==> config.mk <==
export PLATFORM = sky130hd
export DESIGN_NAME = dvr_relax
export DESIGN_NICKNAME = d
export VERILOG_FILES = /design/src/dvr_pkg.sv /design/src/dvr_relax.sv
export SDC_FILE = /design/constraint.sdc
export NUM_CORES = 1
export LEC_CHECK = 0
export ABC_AREA = 1
export BUFFER_PORTS_ARGS = -buffer_cell sky130_fd_sc_hd__buf_2
export CAP_MARGIN = 15
export CELL_PAD_IN_SITES_DETAIL_PLACEMENT = 0
export CELL_PAD_IN_SITES_GLOBAL_PLACEMENT = 1
export CORE_ASPECT_RATIO = 0.75
export CORE_UTILIZATION = 39
export CTS_CLUSTER_DIAMETER = 60
export DETAILED_ROUTE_END_ITERATION = 8
export HOLD_SLACK_MARGIN = 0.05
export PLACE_DENSITY_LB_ADDON = 0.1
export SYNTH_ARGS = -nofsm -noshare
export SYNTH_HDL_FRONTEND = slang
export SYNTH_SLANG_ARGS = --single-unit
==> constraint.sdc <==
create_clock -name clk -period 5.2 [get_ports clk]
set_input_delay 0.78 -clock clk [delete_from_list [all_inputs] [get_ports clk]]
set_output_delay 0.78 -clock clk [all_outputs]
set_load 0.01 [all_outputs]
==> src/dvr_pkg.sv <==
`default_nettype none

package dvr_pkg;

    // Request codes carried on req_type and echoed on resp_kind
    localparam logic [1:0] REQ_WRITE   = 2'd0;
    localparam logic [1:0] REQ_COMPUTE = 2'd1;
    localparam logic [1:0] REQ_READ    = 2'd2;

    // Fixed field widths of the item ports
    localparam int TYPE_W   = 2;
    localparam int NODE_W   = 5;
    localparam int COSTIN_W = 8;
    localparam int CFG_W    = 6;
    localparam int ROUND_W  = 5;

    // Distance table word: unreachable flag over a 13-bit distance
    localparam int DIST_W = 13;
    localparam int TBL_W  = DIST_W + 1;

    localparam logic [DIST_W-1:0]  DIST_MAX  = 13'd8191;
    localparam logic [ROUND_W-1:0] ROUND_MAX = 5'd31;
    localparam logic [CFG_W-1:0]   CFG_RESET = 6'd4;

    // Control from the sequencer to the relaxation datapath
    typedef struct packed {
        logic load_cur;   // table read data is the entry being relaxed
        logic via_valid;  // table and link read data form one candidate
    } relax_ctl_t;

endpackage : dvr_pkg

`default_nettype wire

==> src/dvr_relax.sv <==
`default_nettype none

module dvr_relax
    import dvr_pkg::*;
#(
    parameter int COST_BITS = 8
) (
    input  wire logic               clk,
    input  wire relax_ctl_t         ctl,
    input  wire logic [TBL_W-1:0]   tbl_word,
    input  wire logic [COST_BITS:0] link_word,
    output logic      [TBL_W-1:0]   cur_word,
    output logic                    improved
);

    localparam int SUM_W = ((COST_BITS > DIST_W) ? COST_BITS : DIST_W) + 1;

    logic [TBL_W-1:0] cur_reg;
    logic [TBL_W-1:0] cur_next;
    logic [SUM_W-1:0] sum;
    logic [DIST_W-1:0] cand;
    logic             usable;

    // Candidate path: link cost plus the neighbor's distance, saturated
    assign sum    = SUM_W'(link_word[COST_BITS-1:0]) + SUM_W'(tbl_word[DIST_W-1:0]);
    assign cand   = (sum > SUM_W'(DIST_MAX)) ? DIST_MAX : sum[DIST_W-1:0];
    assign usable = ctl.via_valid && link_word[COST_BITS] && !tbl_word[DIST_W];

    // Load the entry on load_cur; else take a usable candidate if the entry is unreachable or shorter
    always_comb
    begin
        improved = 1'b0;
        cur_next = cur_reg;
        if (ctl.load_cur)
        begin
            cur_next = tbl_word;
        end
        else if (usable && (cur_reg[DIST_W] || (cand < cur_reg[DIST_W-1:0])))
        begin
            cur_next = {1'b0, cand};
            improved = 1'b1;
        end
    end

    // Hold the entry under relaxation
    always_ff @(posedge clk)
    begin
        cur_reg <= cur_next;
    end

    assign cur_word = cur_next;

endmodule : dvr_relax

`default_nettype wire

==> flow_summary.toml, run 1 <==
[timing]
period_share_pct = 91.86
finalCriticalPeriod_ns = 4.777
hold_viol = 0
fin_setup_tns_ns = 0
setup-violations-final = 0
skew_ns = 0.001830
tightest_slew_ns = 0.4853
slew_headroom_pct = 67.61
grt_setup_unrepaired = "false"
setup_slack_ns = 0.4233
maxSlewViolCount = 0
max_freq_ghz = 0.2094

[finish]
final_cell_mix = "nand2_1 (75), inv_1 (51), buf_2 (40)"
largest_reg_flops = 14
syn2layout_area_growth_pct = 17.17
final_common_cell = "nand2_1"
fillers = 418
drive_gt1_share_pct = 17.94
diodes = 0
nets = 350

[yosys]
synth_top_family_by_area = "simple AND/OR/NAND/NOR gates"
yosysWarnings = 0
yosysUniqueCellTypes = 26
synth_area_leader_cell = "nand2_1"
synth_xor_area_share_pct = 2.226
syn_area_um2 = 1574
synthDominantCellAreaShare_pct = 17.89
syn_area_per_cell_um2 = 6.008
muxShareOfSynthArea_pct = 0
synth_seq_cells = 14
synth_simple_gate_area_share_pct = 39.43
synthTopCellsByArea = "nand2_1 (18%), dfxtp_1 (18%), ha_1 (16%)"
synthCells = 262
synth-compound-area-share_pct = 7.949
synth-seq-area-share_pct = 17.81
synthAdderAreaFrac_pct = 17.17
syn-num-nets = 309

[detailed_routing]
wl_per_cell_um = 10.93
antenna_left = 0
drc = 0
wl_um = 3857
dr_total_vias = 1591
vias_per_cell = 4.507
dr.pass1.iters = 4
drtIter0Drc = 115

[worst_hold_path]
hp-class = "flip-flop to flip-flop"
hold_start = "cur_reg[13]"

[placed_design]
place_congestion = 0.8289
dp_hpwl_um = 3161
io_buffers = 40
place_ws_ns = 0.4360

[floorplan]
io_pins = 41
rows = 19
initial_utilization_pct = 41.91
die_h_um = 57.02
core_region_area_um2 = 3756
die_w_um = 75.36
die_area_um2 = 4296

[global_routing]
grt_pass1_wl_um = 6479
grt-ovfl-total = 0
grt_pass1_vias = 1394
antenna_found_initial = 0
grt_max_degree = 16
grtUsageTotal_pct = 19.60

[pwr]
ir_drop_mv = 0.08353
p_leak_nw = 1.130
power_density_nw_per_um2 = 221.2

[critical_path]
required_ns = 4.42
cp_slowest_stage_delay_ns = 0.37
worstPathArrival_ns = 4.00
cp-start-kind = "input port"
critPathKind = "input port to primary output"
r2r_slack_ns = 3.31
crit_chain = "buf_2 > ha_1 > inv_1 > fa_1 > inv_1 > nand3_1 > nand2_1 > a21oi_1 > nor3_1 > nor2_1 > nor2_1 > inv_1 > ha_1 > a21oi_1 > o21ai_0 > a41oi_1 > nand2_2 > nand2_4 > nand2_4 > nand2_1 > nand3_1 > nand2_1 > buf_2"
cp-end-kind = "primary output"
crit_slowest_cell = "fa_1"
cp_num_buf_inv = 5
crit_family = "simple AND/OR/NAND/NOR gates"
r2r_start = "cur_reg[2]"
cp-startpoint = "tbl_word[0]"
critPathMaxFanout = 14

[clock_network]
clk_pin_slew_ns = 0.06
postCtsHoldBufs = 0
clock_latency_ns = 0.24
clock_sinks = 14
cts_buffer_depth = 2
cts.htree.levels = 1
clockRootBuffer = "clkbuf_8"
cts_tree = "done"
post_cts_buffers = 0
post_cts_resized = 0
numCtsBuffers = 3

[status]
status = "complete, no violations"

[run]
cap_violations = 0
Yosys cell counts (all sizes together):
library cell   n
nand2         82
inv           53
nand3         29
nor2          22
ha            20
dfxtp         14
a21oi         12
o21ai          7
nor3           4
buf            3
nand4          3
a211oi         2
clkbuf         2
xnor2          2
xor2           2
a31oi          1
a41oi          1
and2           1
fa             1
nand3b         1
cell type report:
| type | instances | area (um^2) | share of cell area, % |
|---|---|---|---|
| timing repair buffer | 41 | 207.7 | 11.26 |
| clock buffer | 3 | 41.29 | 2.239 |
| inverter | 53 | 198.9 | 10.79 |
| tap | 52 | 65.06 | 3.528 |
| sequential | 14 | 280.3 | 15.20 |
| multi-input combinational | 190 | 1051 | 56.99 |
where the power goes:
| group | switching [W] | internal, W |
|---|---|---|
| logic | 0.000121 | 0.0000755 |
| registers | 0.00000296 | 0.000120 |
| clock network | 0.0000381 | 0.0000512 |
| total | 0.000162 | 0.000246 |
tightest hold or removal path: cells and delay by family, from the launching register on:
kind	cells	cell delay (ns)
buffers and inverters	1	0.12
flip-flops	1	0.29
AO/OA/AOI/OAI	1	0.10
cells by family after synthesis:
kind of cell,count (synthesis)
buffers and inverters,58
xor gates and xnor gates,4
DFF,14
and+or+nand+nor,142
AOI/OAI and AO/OA,23
adders and majority gates,21
path summary, 6_finish.rpt:
check / end / cells past startpoint
setup / recovery: cur_word[12] / 23
hold / removal: cur_reg[13] / 2
setup reg to reg: cur_reg[12] / 13
hold reg to reg: cur_reg[13] / 2
layer usage:
metal / track usage (%) / routed length, um
met5: 0 / 0
met4: 3.968 / 21
met3: 2.120 / 196
met2: 25.64 / 1385
met1: 33.26 / 2253
per-stage QoR:
step	hold slack (ns)	util, %	power, W	cells	cell area [um^2]
detailed placement	0.5531	48.00	0.0003193	350	1803
global placement	0.5470	48.00	0.0003207	350	1803
CTS	0.5669	49.10	0.0004102	353	1844
global route	0.5914	49.10	0.0004447	353	1844
finish	0.5590	49.10	0.0004080	353	1844
floorplan	0.5644	-	0.0002682	262	1574
Power figures use the tool's default switching activity.
==> inputs of run 2 (changes only) <==
CORE_MARGIN = 1.5   (was not set)
==> run 2 against run 1 <==
- routed wire length is 5.5% higher
- flip-flop and latch count stayed put
- utilization is 0.67 points higher
- clock skew is 0.0012 ns lower
- design area is 1.4% higher
- total power is 5.4% higher
- critical path type unchanged
- register-to-register slack hardly changed
- cell count is 0.28% higher
- non-clock buffer count stayed put
- clock power is 24% higher
- critical path depth is 2 higher
==> flow_summary.toml, run 2 (same netlist as run 1, synthesis figures left out) <==
[detailed_routing]
wl_um = 4069
wl_per_cell_um = 11.49
dr_total_vias = 1614
antenna_left = 0
vias_per_cell = 4.559
dr.pass1.iters = 4
drtIter0Drc = 57
drc = 0

[worst_hold_path]
holdPathEnd = "cur_reg[13]"
hold_start = "cur_reg[13]"
holdPathStages = 2
hp-class = "flip-flop to flip-flop"

[finish]
nets = 350
drive_gt1_share_pct = 19.21
final_cell_mix = "nand2_1 (75), inv_1 (51), buf_2 (40)"
regArea_um2 = 280.3
final_common_cell = "nand2_1"
fillers = 409
syn2layout_area_growth_pct = 18.76
fin_cells = 354
largest_reg_flops = 14
multiInputGateArea_um2 = 1062
diodes = 0

[floorplan]
die_area_um2 = 4430
rows = 19
die_w_um = 76.36
io_pins = 41
core_region_area_um2 = 3756
die_h_um = 58.02
initial_utilization_pct = 41.91

[critical_path]
cp-start-kind = "input port"
critPathMaxFanout = 14
required_ns = 4.42
r2r_slack_ns = 3.32
r2r_end = "cur_reg[11]"
cp-end-kind = "primary output"
worstPathArrival_ns = 3.95
worstRegToRegCells = 13
r2r_start = "cur_reg[2]"
critPathKind = "input port to primary output"

[timing]
fin_setup_tns_ns = 0
skew_ns = 0.0005883
setup-violations-final = 0
max_freq_ghz = 0.2116
grt_setup_unrepaired = "false"
maxSlewViolCount = 0
finalCriticalPeriod_ns = 4.726
hold_viol = 0
tightest_slew_ns = 0.4900
period_share_pct = 90.89
slew_headroom_pct = 66.99

[pwr]
power_frac_comb_pct = 45.6
ir_drop_mv = 0.09084
power_density_nw_per_um2 = 230.1
power_frac_clock_pct = 25.8
power_switching_w = 0.0001683
internal-power_w = 0.0002619
seqPwrFrac_pct = 28.6
p_leak_nw = 1.139
swShare_pct = 39.13

[clock_network]
clock_latency_ns = 0.25
numCtsBuffers = 3
cts.htree.levels = 1
post_cts_buffers = 0
clock_sinks = 14
cts_buffer_depth = 2
clockRootBuffer = "clkbuf_8"
clk_pin_slew_ns = 0.06
cts_tree = "done"

[global_routing]
grtUsageTotal_pct = 20.29
antenna_found_initial = 0
grt-ovfl-total = 0
grt_pass1_vias = 1551
grt_pass1_wl_um = 7017
grt_max_degree = 16

[placed_design]
io_buffers = 40
dp_hpwl_um = 3368
dp.cells = 350
place_congestion = 0.8236

[run]
cap_violations = 0

[status]
status = "complete, no violations"
run 2: worst max path at each step:
stage | start | to | slack [ns]
after detailed placement | tbl_word[0] | cur_word[7] | 0.36
after floorplan | tbl_word[0] | cur_word[10] | 1.07
final | tbl_word[0] | cur_word[11] | 0.47
after CTS | tbl_word[0] | cur_word[11] | 0.35
after global routing | tbl_word[0] | cur_word[2] | 0.05
after global placement | tbl_word[0] | cur_word[4] | 0.32
run 2: what timing repair did:
| action | CTS | global route |
|---|---|---|
| endpoints found under the hold margin | 0 | 0 |
| hold buffers | 0 | 0 |
| endpoints found under the setup margin | 0 | 13 |
| gates resized for setup | 0 | 3 |
run 2: power by group through the flow:
stage	Clock (W)	Combinational, W	Sequential (W)
after floorplan	0	0.000144	0.000124
after global placement	0	0.000196	0.000125
after detailed placement	0	0.000195	0.000125
after CTS	0.000113	0.000196	0.000123
after global routing	0.000115	0.000230	0.000124
final	0.000111	0.000196	0.000123
run 2: critical path, stage by stage:
cell and delay (ns):
buf_2 0.09, ha_1 0.19, inv_1 0.06, fa_1 0.37, inv_1 0.08, nand3_1 0.07, nand2_1 0.15, inv_1 0.05
nor2_1 0.07, o21ai_0 0.11, nand2_1 0.09, nand2_1 0.04, a21oi_1 0.19, inv_1 0.07, ha_1 0.29, a21oi_1 0.13
o21ai_0 0.09, a41oi_1 0.21, nand2_2 0.10, nand2_4 0.16, nand2_4 0.15, nand2_1 0.09, nand3_1 0.08, nand2_1 0.10
buf_2 0.12
run 2: metrics by stage:
| stage | area [um^2] | total power, W | utilization [%] | setup WS (ns) | hold slack, ns |
|---|---|---|---|---|---|
| after floorplan | 1574 | 0.0002682 | - | 1.069 | 0.5644 |
| after global placement | 1803 | 0.0003211 | 48.00 | 0.3191 | 0.5517 |
| after detailed placement | 1803 | 0.0003206 | 48.00 | 0.3614 | 0.5516 |
| after CTS | 1858 | 0.0004319 | 49.47 | 0.3490 | 0.5662 |
| after global routing | 1869 | 0.0004689 | 49.77 | 0.04909 | 0.5819 |
| final | 1869 | 0.0004302 | 49.77 | 0.4735 | 0.5601 |
run 2: cell type report:
class | count | share of cell area, %
timing repair buffer | 41 | 11.11
inverter | 53 | 10.64
sequential | 14 | 14.99
multi-input combinational | 190 | 56.83
tap | 52 | 3.481
clock buffer | 4 | 2.945
run 2: routing by layer:
metal,vias up,global-route usage [%],wire (um)
li1,898,-,-
met1,685,30.31,2352
met2,27,29.59,1520
met3,4,2.047,122
met4,0,8.730,73
met5,-,0,0
